### config.mk
export PLATFORM = sky130hd
export DESIGN_NAME = mips_rtype_execute_core_flat
export DESIGN_NICKNAME = d
export VERILOG_FILES = /design/src/mrx_pkg.sv /design/src/mrx_if.sv /design/src/mrx_regfile.sv /design/src/mrx_muldiv.sv /design/src/mips_rtype_execute_core.sv /design/src/flat_wrapper.sv
export SDC_FILE = /design/constraint.sdc
export NUM_CORES = 2
export LEC_CHECK = 0
export BUFFER_PORTS_ARGS = -buffer_cell sky130_fd_sc_hd__clkbuf_2
export CAP_MARGIN = 10
export CORE_UTILIZATION = 35
export DETAILED_ROUTE_END_ITERATION = 12
export SLEW_MARGIN = 20
export SYNTH_ARGS = -nofsm -noshare
export SYNTH_HDL_FRONTEND = slang
export SYNTH_SLANG_ARGS = --single-unit
### constraint.sdc
create_clock -name clk -period 5.7 [get_ports clk]
set_input_delay 1.14 -clock clk [delete_from_list [all_inputs] [get_ports clk]]
set_output_delay 1.14 -clock clk [all_outputs]
set_load 0.02 [all_outputs]
### src/mrx_pkg.sv
// ----------------------------------------------------------------------------
// mrx_pkg: shared types and constants for the MIPS R-type execute core
// Function codes, status codes and the request and status words of the multiply/divide unit.
// ----------------------------------------------------------------------------
package mrx_pkg;

  localparam int unsigned XLEN      = 32;
  localparam int unsigned REG_AW    = 5;
  localparam int unsigned NUM_REGS  = 32;
  localparam int unsigned STATUS_W  = 3;

  localparam logic [5:0] OP_RTYPE   = 6'h00;

  localparam logic [5:0] FN_SLL     = 6'h00;
  localparam logic [5:0] FN_SRL     = 6'h02;
  localparam logic [5:0] FN_SRA     = 6'h03;
  localparam logic [5:0] FN_JR      = 6'h08;
  localparam logic [5:0] FN_SYSCALL = 6'h0C;
  localparam logic [5:0] FN_MFHI    = 6'h10;
  localparam logic [5:0] FN_MFLO    = 6'h12;
  localparam logic [5:0] FN_MULT    = 6'h18;
  localparam logic [5:0] FN_DIV     = 6'h1A;
  localparam logic [5:0] FN_ADD     = 6'h20;
  localparam logic [5:0] FN_SUB     = 6'h22;
  localparam logic [5:0] FN_AND     = 6'h24;
  localparam logic [5:0] FN_OR      = 6'h25;
  localparam logic [5:0] FN_XOR     = 6'h26;
  localparam logic [5:0] FN_NOR     = 6'h27;
  localparam logic [5:0] FN_SLT     = 6'h2A;

  localparam logic [2:0] ST_OK      = 3'd0;
  localparam logic [2:0] ST_HALT    = 3'd1;
  localparam logic [2:0] ST_BADFN   = 3'd2;
  localparam logic [2:0] ST_BADOP   = 3'd3;
  localparam logic [2:0] ST_DIVZ    = 3'd4;

  // Start request to the iterative multiply/divide unit.
  typedef struct packed {
    logic start;
    logic is_div;
  } md_req_t;

  // Completion report from the multiply/divide unit.
  typedef struct packed {
    logic busy;
    logic done;
  } md_stat_t;

endpackage

### src/mrx_if.sv
// ----------------------------------------------------------------------------
// mrx_if: handshake channels for the execute core
// Instruction channel and result channel, each valid/ready with payload.
// ----------------------------------------------------------------------------
interface mrx_in_if;
  logic        valid;
  logic        ready;
  logic [31:0] instr_word;
  modport source (output valid, output instr_word, input ready);
  modport sink   (input valid, input instr_word, output ready);
endinterface

interface mrx_out_if;
  logic        valid;
  logic        ready;
  logic [2:0]  status;
  logic        wrote_reg;
  logic [4:0]  dest_reg;
  logic [31:0] dest_value;
  logic [31:0] next_pc;
  modport source (output valid, output status, output wrote_reg, output dest_reg,
                  output dest_value, output next_pc, input ready);
  modport sink   (input valid, input status, input wrote_reg, input dest_reg,
                  input dest_value, input next_pc, output ready);
endinterface

### src/mrx_regfile.sv
// ----------------------------------------------------------------------------
// mrx_regfile: general register file
// Two synchronous (registered) read ports and one write port.
// Entries carry valid bits so that reset reads back as zero at once.
// ----------------------------------------------------------------------------
module mrx_regfile (
  input  logic                          clk,
  input  logic                          rst,
  input  logic [mrx_pkg::REG_AW-1:0]    raddr_a,
  input  logic [mrx_pkg::REG_AW-1:0]    raddr_b,
  output logic [mrx_pkg::XLEN-1:0]      rdata_a,
  output logic [mrx_pkg::XLEN-1:0]      rdata_b,
  input  logic                          we,
  input  logic [mrx_pkg::REG_AW-1:0]    waddr,
  input  logic [mrx_pkg::XLEN-1:0]      wdata
);
  logic [mrx_pkg::XLEN-1:0]     mem [mrx_pkg::NUM_REGS];
  logic [mrx_pkg::NUM_REGS-1:0] vld;
  logic [mrx_pkg::XLEN-1:0]     qa, qb;
  logic                         va, vb;

  always_ff @(posedge clk) begin
    if (we) begin
      mem[waddr] <= wdata;
    end
    qa <= mem[raddr_a];
    qb <= mem[raddr_b];
  end

  always_ff @(posedge clk) begin
    if (rst) begin
      vld <= '0;
      va  <= 1'b0;
      vb  <= 1'b0;
    end else begin
      if (we && waddr != '0) begin
        vld[waddr] <= 1'b1;
      end
      va <= vld[raddr_a];
      vb <= vld[raddr_b];
    end
  end

  assign rdata_a = va ? qa : '0;
  assign rdata_b = vb ? qb : '0;
endmodule

### src/mrx_muldiv.sv
// ----------------------------------------------------------------------------
// mrx_muldiv: iterative signed multiply and divide
// One bit per cycle; results for HI and LO.
// ----------------------------------------------------------------------------
module mrx_muldiv (
  input  logic                     clk,
  input  logic                     rst,
  input  mrx_pkg::md_req_t         req,
  input  logic [mrx_pkg::XLEN-1:0] op_a,
  input  logic [mrx_pkg::XLEN-1:0] op_b,
  output mrx_pkg::md_stat_t        stat,
  output logic [mrx_pkg::XLEN-1:0] hi,
  output logic [mrx_pkg::XLEN-1:0] lo
);
  localparam int unsigned W = mrx_pkg::XLEN;

  logic          busy, is_div, neg_q, neg_r, done;
  logic [5:0]    cnt;
  logic [W-1:0]  acc, quo, dsr;
  logic [W:0]    trial;
  logic [W-1:0]  abs_a, abs_b;
  logic [W:0]    psum;

  assign abs_a = op_a[W-1] ? (~op_a + 1'b1) : op_a;
  assign abs_b = op_b[W-1] ? (~op_b + 1'b1) : op_b;
  assign trial = {acc, quo[W-1]} - {1'b0, dsr};
  assign psum  = {1'b0, acc} + (quo[0] ? {1'b0, dsr} : '0);

  always_ff @(posedge clk) begin
    if (rst) begin
      busy <= 1'b0;
      done <= 1'b0;
      cnt  <= '0;
    end else begin
      done <= 1'b0;
      if (req.start) begin
        busy   <= 1'b1;
        is_div <= req.is_div;
        cnt    <= 6'(W);
        acc    <= '0;
        quo    <= abs_a;
        dsr    <= abs_b;
        neg_q  <= op_a[W-1] ^ op_b[W-1];
        neg_r  <= op_a[W-1];
      end else if (busy) begin
        if (is_div) begin
          if (!trial[W]) begin
            acc <= trial[W-1:0];
            quo <= {quo[W-2:0], 1'b1};
          end else begin
            acc <= {acc[W-2:0], quo[W-1]};
            quo <= {quo[W-2:0], 1'b0};
          end
        end else begin
          acc <= psum[W:1];
          quo <= {psum[0], quo[W-1:1]};
        end
        cnt <= cnt - 6'd1;
        if (cnt == 6'd1) begin
          busy <= 1'b0;
          done <= 1'b1;
        end
      end
    end
  end

  // Sign fix-up of magnitudes after the last step.
  logic [2*W-1:0] prod, prod_s;
  assign prod   = {acc, quo};
  assign prod_s = neg_q ? (~prod + 1'b1) : prod;

  always_comb begin
    if (is_div) begin
      lo = neg_q ? (~quo + 1'b1) : quo;
      hi = neg_r ? (~acc + 1'b1) : acc;
    end else begin
      lo = prod_s[W-1:0];
      hi = prod_s[2*W-1:W];
    end
  end

  assign stat.busy = busy;
  assign stat.done = done;

`ifndef SYNTHESIS
  a_done_after_busy: assert property (@(posedge clk) disable iff (rst)
    stat.done |-> $past(busy)) else $error("done without busy");
  a_no_start_busy: assert property (@(posedge clk) disable iff (rst)
    req.start |-> !busy) else $error("start while busy");
  a_done_clears: assert property (@(posedge clk) disable iff (rst)
    stat.done |-> !busy) else $error("busy at done");
`endif
endmodule

### src/mips_rtype_execute_core.sv
// ----------------------------------------------------------------------------
// mips_rtype_execute_core: MIPS32 R-type execute stage
// Decodes one instruction word, executes it against the register file,
// HI/LO and PC, and returns status, register write and next PC.
// ----------------------------------------------------------------------------
// Usage. Instruction words arrive on the in channel and one result word
// leaves on the out channel for each of them. The block works on one
// instruction at a time. An instruction is accepted, then the register file
// is read (synchronous memory), then executed. Simple operations pass
// through S_READ and S_EXEC into the output register; a new word is taken
// only after the result has been taken. MULT and DIV with a nonzero divisor
// run on the shared bit-serial unit, one bit per cycle, and pass through
// S_READ and S_MD into the output register. The result sits in an output
// register; while the receiver stalls, the block holds it and accepts no
// further instruction, since the next instruction may read what this one
// wrote.
// Reset clears the PC, HI and LO, and the register-file valid bits so all
// registers read as zero immediately; no clearing pass is needed.
// Register zero is never written. Errors and SYSCALL leave all state alone
// and repeat the current PC; a zero divisor reports and advances the PC.
// ----------------------------------------------------------------------------
module mips_rtype_execute_core (
  input logic    clk,
  input logic    rst,
  mrx_in_if.sink   in_ch,
  mrx_out_if.source out_ch
);
  localparam int unsigned W = mrx_pkg::XLEN;

  typedef enum logic [4:0] {
    S_IDLE = 5'b00001,
    S_READ = 5'b00010,
    S_EXEC = 5'b00100,
    S_MD   = 5'b01000,
    S_OUT  = 5'b10000
  } state_t;

  state_t state, state_next;

  logic [31:0] instr;
  logic [W-1:0] pc, hi_reg, lo_reg;
  logic [W-1:0] a, b;

  logic [5:0] op, fn;
  logic [4:0] rd, sh;
  assign op = instr[31:26];
  assign rd = instr[15:11];
  assign sh = instr[10:6];
  assign fn = instr[5:0];

  // Register file reads are addressed straight from the incoming word.
  logic rf_we;
  logic [4:0] rf_waddr;
  logic [W-1:0] rf_wdata;

  mrx_regfile u_rf (
    .clk(clk), .rst(rst),
    .raddr_a(in_ch.instr_word[25:21]), .raddr_b(in_ch.instr_word[20:16]),
    .rdata_a(a), .rdata_b(b),
    .we(rf_we), .waddr(rf_waddr), .wdata(rf_wdata)
  );

  mrx_pkg::md_req_t  md_req;
  mrx_pkg::md_stat_t md_stat;
  logic [W-1:0] md_hi, md_lo;

  mrx_muldiv u_md (
    .clk(clk), .rst(rst), .req(md_req), .op_a(a), .op_b(b),
    .stat(md_stat), .hi(md_hi), .lo(md_lo)
  );

  // Operands are held in the register-file output only for the read cycle,
  // so they are captured at S_READ.
  logic [W-1:0] ra, rb;

  // Execute decode.
  logic [2:0]   ex_status;
  logic         ex_wr;
  logic [W-1:0] ex_val, ex_npc;

  always_comb begin
    ex_status = mrx_pkg::ST_OK;
    ex_wr     = 1'b0;
    ex_val    = '0;
    ex_npc    = pc + 32'd4;
    if (op != mrx_pkg::OP_RTYPE) begin
      ex_status = mrx_pkg::ST_BADOP;
      ex_npc    = pc;
    end else begin
      case (fn)
        mrx_pkg::FN_ADD:  begin ex_wr = 1'b1; ex_val = ra + rb; end
        mrx_pkg::FN_SUB:  begin ex_wr = 1'b1; ex_val = ra - rb; end
        mrx_pkg::FN_AND:  begin ex_wr = 1'b1; ex_val = ra & rb; end
        mrx_pkg::FN_OR:   begin ex_wr = 1'b1; ex_val = ra | rb; end
        mrx_pkg::FN_XOR:  begin ex_wr = 1'b1; ex_val = ra ^ rb; end
        mrx_pkg::FN_NOR:  begin ex_wr = 1'b1; ex_val = ~(ra | rb); end
        mrx_pkg::FN_SLT:  begin
          ex_wr  = 1'b1;
          ex_val = {31'd0, ($signed(ra) < $signed(rb))};
        end
        mrx_pkg::FN_SLL:  begin ex_wr = 1'b1; ex_val = rb << sh; end
        mrx_pkg::FN_SRL:  begin ex_wr = 1'b1; ex_val = rb >> sh; end
        mrx_pkg::FN_SRA:  begin ex_wr = 1'b1; ex_val = $unsigned($signed(rb) >>> sh); end
        mrx_pkg::FN_MFHI: begin ex_wr = 1'b1; ex_val = hi_reg; end
        mrx_pkg::FN_MFLO: begin ex_wr = 1'b1; ex_val = lo_reg; end
        mrx_pkg::FN_JR:   ex_npc = ra;
        mrx_pkg::FN_MULT: ex_status = mrx_pkg::ST_OK;
        mrx_pkg::FN_DIV:  begin
          if (rb == '0) ex_status = mrx_pkg::ST_DIVZ;
        end
        mrx_pkg::FN_SYSCALL: begin ex_status = mrx_pkg::ST_HALT; ex_npc = pc; end
        default:          begin ex_status = mrx_pkg::ST_BADFN; ex_npc = pc; end
      endcase
    end
    if (ex_wr && rd == '0) begin
      ex_wr  = 1'b0;
      ex_val = '0;
    end
  end

  // The multiply/divide unit starts from the register-file outputs, which are
  // still valid in S_READ; the decision is taken there from the captured word.
  logic rd_is_md;
  assign rd_is_md = (op == mrx_pkg::OP_RTYPE) &&
                    ((fn == mrx_pkg::FN_MULT) || (fn == mrx_pkg::FN_DIV && b != '0));

  assign md_req.start  = (state == S_READ) && rd_is_md;
  assign md_req.is_div = (fn == mrx_pkg::FN_DIV);

  always_comb begin
    state_next = state;
    case (state)
      S_IDLE: if (in_ch.valid) state_next = S_READ;
      S_READ: state_next = rd_is_md ? S_MD : S_EXEC;
      S_EXEC: state_next = S_OUT;
      S_MD:   if (md_stat.done) state_next = S_OUT;
      S_OUT:  if (out_ch.ready) state_next = S_IDLE;
      default: state_next = S_IDLE;
    endcase
  end

  assign in_ch.ready  = (state == S_IDLE);
  assign out_ch.valid = (state == S_OUT);

  assign rf_we    = (state == S_EXEC) && ex_wr;
  assign rf_waddr = rd;
  assign rf_wdata = ex_val;

  always_ff @(posedge clk) begin
    if (rst) begin
      state  <= S_IDLE;
      pc     <= '0;
      hi_reg <= '0;
      lo_reg <= '0;
    end else begin
      state <= state_next;
      if (state == S_EXEC) begin
        pc <= ex_npc;
      end
      if (state == S_MD && md_stat.done) begin
        pc     <= pc + 32'd4;
        hi_reg <= md_hi;
        lo_reg <= md_lo;
      end
    end
  end

  always_ff @(posedge clk) begin
    if (in_ch.valid && in_ch.ready) begin
      instr <= in_ch.instr_word;
    end
    if (state == S_READ) begin
      ra <= a;
      rb <= b;
    end
    if (state == S_EXEC) begin
      out_ch.status     <= ex_status;
      out_ch.wrote_reg  <= ex_wr;
      out_ch.dest_reg   <= ex_wr ? rd : '0;
      out_ch.dest_value <= ex_val;
      out_ch.next_pc    <= ex_npc;
    end
    if (state == S_MD && md_stat.done) begin
      out_ch.status     <= mrx_pkg::ST_OK;
      out_ch.wrote_reg  <= 1'b0;
      out_ch.dest_reg   <= '0;
      out_ch.dest_value <= '0;
      out_ch.next_pc    <= pc + 32'd4;
    end
  end

`ifndef SYNTHESIS
  a_no_zero_write: assert property (@(posedge clk) disable iff (rst)
    rf_we |-> rf_waddr != '0) else $error("write to register zero");
  a_md_only_in_read: assert property (@(posedge clk) disable iff (rst)
    md_req.start |=> state == S_MD) else $error("multiply/divide start misplaced");
  a_out_held: assert property (@(posedge clk) disable iff (rst)
    (out_ch.valid && !out_ch.ready) |=> out_ch.valid) else $error("result dropped");
  a_no_accept_busy: assert property (@(posedge clk) disable iff (rst)
    out_ch.valid |-> !in_ch.ready) else $error("accept while result pending");
`endif
endmodule

### src/flat_wrapper.sv
// flat-port wrapper written by rule: the top's interface ports become plain ports
module mips_rtype_execute_core_flat 
  (clk, rst, in_ch_valid, in_ch_instr_word, in_ch_ready, out_ch_valid, out_ch_status, out_ch_wrote_reg, out_ch_dest_reg, out_ch_dest_value, out_ch_next_pc, out_ch_ready);
  mrx_in_if in_ch_i ();
  mrx_out_if out_ch_i ();
  input logic clk;
  input logic rst;
  input wire logic [$bits(in_ch_i.valid)-1:0] in_ch_valid;
  input wire logic [$bits(in_ch_i.instr_word)-1:0] in_ch_instr_word;
  output wire logic [$bits(in_ch_i.ready)-1:0] in_ch_ready;
  output wire logic [$bits(out_ch_i.valid)-1:0] out_ch_valid;
  output wire logic [$bits(out_ch_i.status)-1:0] out_ch_status;
  output wire logic [$bits(out_ch_i.wrote_reg)-1:0] out_ch_wrote_reg;
  output wire logic [$bits(out_ch_i.dest_reg)-1:0] out_ch_dest_reg;
  output wire logic [$bits(out_ch_i.dest_value)-1:0] out_ch_dest_value;
  output wire logic [$bits(out_ch_i.next_pc)-1:0] out_ch_next_pc;
  input wire logic [$bits(out_ch_i.ready)-1:0] out_ch_ready;
  assign in_ch_i.valid = in_ch_valid;
  assign in_ch_i.instr_word = in_ch_instr_word;
  assign in_ch_ready = in_ch_i.ready;
  assign out_ch_valid = out_ch_i.valid;
  assign out_ch_status = out_ch_i.status;
  assign out_ch_wrote_reg = out_ch_i.wrote_reg;
  assign out_ch_dest_reg = out_ch_i.dest_reg;
  assign out_ch_dest_value = out_ch_i.dest_value;
  assign out_ch_next_pc = out_ch_i.next_pc;
  assign out_ch_i.ready = out_ch_ready;
  mips_rtype_execute_core u_core (.clk(clk), .rst(rst), .in_ch(in_ch_i), .out_ch(out_ch_i));
endmodule
==> impl_summary.md <==
Timing
The final worst-path setup slack is 433 ps. For this run, the top clock speed supported by timing is 0.190 GHz. The worst pin sits at a relative slew slack of 18.8%. The setup clock skew after layout is 66.8 ps. The shortest clock period the worst path allows after layout is 5270 ps.

The slew of the pin with the lowest slew margin is 1220 ps. The worst path uses 92.4% of the clock period. Hold timing on the final database bottoms out at a slack of 446 ps. The aggregate negative setup slack is 0 ps. The count of final setup violators is 0. The number of max-slew violations in the final report is 0. The hold violation total from the final report came to 0.

Setup repair after global routing left no endpoint under its margin.

Synth
The number of warnings reported in the yosys synthesis log is 0. The number of distinct library cells after synthesis is 106. The average cell area after synthesis is 13.6 sq um. In the synthesized netlist the async set-or-reset flop fraction comes to 0%. The number of instances in the synthesized netlist is 5909. The sequential area share after synthesis is 52.5%. The count of state elements after synthesis is 1489. The number of enable flip-flop cells after synthesis is 1241. The mapped netlist covers 80500 sq um.

For this run, the leading register cell type out of synthesis is sky130_fd_sc_hd__edfxtp_1.

Drt
The number of vias after detailed routing is 56800. The aggregate routed wire length is 293000 um. The count of nets left with antenna violations once routing finished came out at 0. Dividing the detail-routed via count by the number of cells gives 6.20. The routed wire length per instance is 31.9 um. For this run, design rule violations remaining after detail routing come to 0.

The detailed router finished its first iteration with 8137 violations. The number of optimization iterations in the first detailed-route pass is 8.

Clocking
The H-tree depth is 4. Clock tree synthesis selected as its root buffer the cell sky130_fd_sc_hd__clkbuf_16. The total clock buffers created by CTS is 164. The buffers inserted during post-CTS setup optimization is 0. Gates resized during post-CTS repair numbered 0.

After clock tree synthesis, the clock-pin slew on the worst setup and hold paths is 50 ps. Clock latency on the worst-skew pair, taken at its later pin, is 840 ps. The count of hold buffers inserted by post-cts repair is 0. The clock passes through at most 3 buffers. The number of sinks driven by the clock tree is 1489. TritonCTS built the clock tree.

Worst setup path
The top fanout value on the critical path is 32. Traced cell by cell, the critical path runs through ha_1 -> inv_1 -> fa_1 -> nor2b_1 -> o21ai_0 -> nand2_1 -> a21oi_1 -> o41ai_1 -> a221o_1 -> a211o_1 -> or3_1 -> nand4_1 -> buf_4 -> and2_1. The number of buffers and inverters on the critical path is 2.

For the worst setup path, the data required time is 6160 ps. The peak per-stage delay on the critical path is 850 ps. The kind of end point of the critical path is a register. The type of element launching the critical path is a register. The arrival time at the worst endpoint is 5730 ps. Grouping stages by cell kind, the critical path spends the most delay in compound AO/OA/AOI/OAI gates. The slowest stage of the critical path belongs to the cell sky130_fd_sc_hd__and2_1. The critical path start-end classification is register to register.

Placed design
The cell count after placement is 8853. In this run the cell area measured after placement is 85800 sq um. The pre-CTS setup slack is 528 ps. The placed wire-length estimate is 198000 um.

The placer's final routability congestion estimate is 1.01. Input and output buffers added on the ports amount to 110.

Finish
The flip-flop count of the largest register after layout is 1024. The filler-free cell count of the finished design is 9167. Leaving out fill and tap cells, the most frequent cell in the layout is sky130_fd_sc_hd__edfxtp_1.

The library cells used most frequently in the layout, excluding fill and tap cells, are sky130_fd_sc_hd__edfxtp_1 (1241), sky130_fd_sc_hd__mux4_2 (693), sky130_fd_sc_hd__nor2_1 (435). The net count of the finished layout is 6224. The share of cells above drive strength 1 is 23.6%. The register with the most flip-flops in the final layout is u_core.u_rf.mem. The synthesis-to-layout area growth is 13.4%. After routing the design area is 91300 sq um.

Power and ir drop
The peak ir drop on the vdd network is 0.310 mV. The leakage power is 27.9 nW. The switching share of total power is 24.1%.

The total power per unit cell area is 265 nW/um^2. The internal portion of the total power is 0.0184 W. The share of total power in the clock network is 44.6%. The sequential cell fraction of total power is 48.7%. In this run the power spent charging and discharging nets is 0.00582 W.

The share of total power dissipated in combinational logic is 6.7%.

Floorplan
The die span in x is 481 um. 111 I/O pins were placed. The floorplan has 175 rows.

The starting density of the core is 35.3%. The overall die height is 481 um. The die covers 232000 sq um.

The total area inside the core boundary comes to 228000 sq um.

Global route
The total track usage is 24.8%. The global-route wire length before repair is 412000 um. The number of global-route vias before repair is 54400. The number of antenna violations at the first check in global routing is 18. The leftover overflow at the end of global routing is 0.

The maximum number of pins on one net before global-route repair is 107.

Min path
The path class of the tightest hold or removal check is register to register.

Run status
The run finished with clean final reports.

Job
Max-cap violations in this run came to 0.
[cells by family (layout without fill, tap and decap cells)]
kind of cell    after synthesis  in the layout  share of synthesized area [%]
flops                      1489           1489                           52.5
simple gates               1455           1455                           8.47
compound gates             1101           1101                           9.12
mux                         895            895                           22.0
buf+inv                     590            799                           2.89
xor+xnor                    200            200                           2.18
fa+ha+maj                   178            178                           2.81
other cells                   1             41                        0.00466
[power groups by stage]
stage                     logic [W]  clock network (W)  registers [W]
after floorplan             0.00105                  0         0.0120
after global placement      0.00159                  0         0.0120
after detailed placement    0.00158                  0         0.0120
after CTS                   0.00159             0.0109         0.0118
after global routing        0.00168             0.0114         0.0118
final                       0.00161             0.0108         0.0118
[Yosys cell counts, types with 38 or more instances]
cell type / n / area share, %
sky130_fd_sc_hd__o31ai_1: 40 / 0.37
sky130_fd_sc_hd__a21o_1: 51 / 0.48
sky130_fd_sc_hd__nor3_1: 111 / 0.69
sky130_fd_sc_hd__buf_1: 61 / 0.28
sky130_fd_sc_hd__nand2_1: 387 / 1.8
sky130_fd_sc_hd__and2_1: 96 / 0.75
sky130_fd_sc_hd__mux4_2: 693 / 19
sky130_fd_sc_hd__a21oi_1: 257 / 1.6
sky130_fd_sc_hd__edfxtp_1: 1241 / 46
sky130_fd_sc_hd__inv_1: 175 / 0.82
sky130_fd_sc_hd__nor4_1: 40 / 0.31
sky130_fd_sc_hd__xnor2_1: 125 / 1.4
sky130_fd_sc_hd__ha_1: 174 / 2.7
sky130_fd_sc_hd__mux2i_1: 116 / 1.4
sky130_fd_sc_hd__or3_1: 38 / 0.30
sky130_fd_sc_hd__o21ai_0: 226 / 1.4
sky130_fd_sc_hd__nor2_1: 487 / 2.3
sky130_fd_sc_hd__xor2_1: 75 / 0.82
sky130_fd_sc_hd__a31oi_1: 41 / 0.32
sky130_fd_sc_hd__dfxtp_1: 248 / 6.2
sky130_fd_sc_hd__a211oi_1: 88 / 0.82
sky130_fd_sc_hd__clkbuf_1: 304 / 1.4
sky130_fd_sc_hd__nand3_1: 102 / 0.63
sky130_fd_sc_hd__mux2_2: 85 / 1.2
[area by class of cell]
class	instances	area, sq um
diodes	9	22.5
clock buffers	211	4390
clock inverters	94	1070
fillers	20900	137000
inverters	179	672
multi-input cells	3861	36400
flip-flops and latches	1489	42200
well taps	3009	3760
repair buffers	315	2690
[worst min-delay path, delay by kind of cell (launching register included)]
family	cells	cell delay, ps
AO/OA/AOI/OAI	1	50
AND/OR/NAND/NOR	1	50
flip-flops	1	300
[layer usage]
metal	wire (um)	part of all wire, %	track usage, %	vias up
met1	117000	40	33.5	29300
met5	79	0.027	0	-
met3	25900	8.9	4.59	580
met2	134000	46	38.8	3285
met4	15000	5.1	11.0	10
li1	-	-	-	23600
[final timing paths]
check	start	end	slack, ps	cells after the start
setup / recovery	u_core.rb[0]	u_core.u_rf.mem[25][26]	430	14
hold reg to reg	u_core.out_ch.status[2]	u_core.out_ch.status[2]	450	2
setup reg to reg	u_core.rb[0]	u_core.u_rf.mem[25][26]	430	14
hold / removal	u_core.out_ch.status[2]	u_core.out_ch.status[2]	450	2
[stage by stage]
stage	utilization [%]	power, W
after CTS	40.0	0.0243
after global routing	40.0	0.0248
after global placement	37.6	0.0136
final	40.0	0.0242
after floorplan	-	0.0130
after detailed placement	37.6	0.0136
No activity file was read; power rests on OpenSTA's default activity.
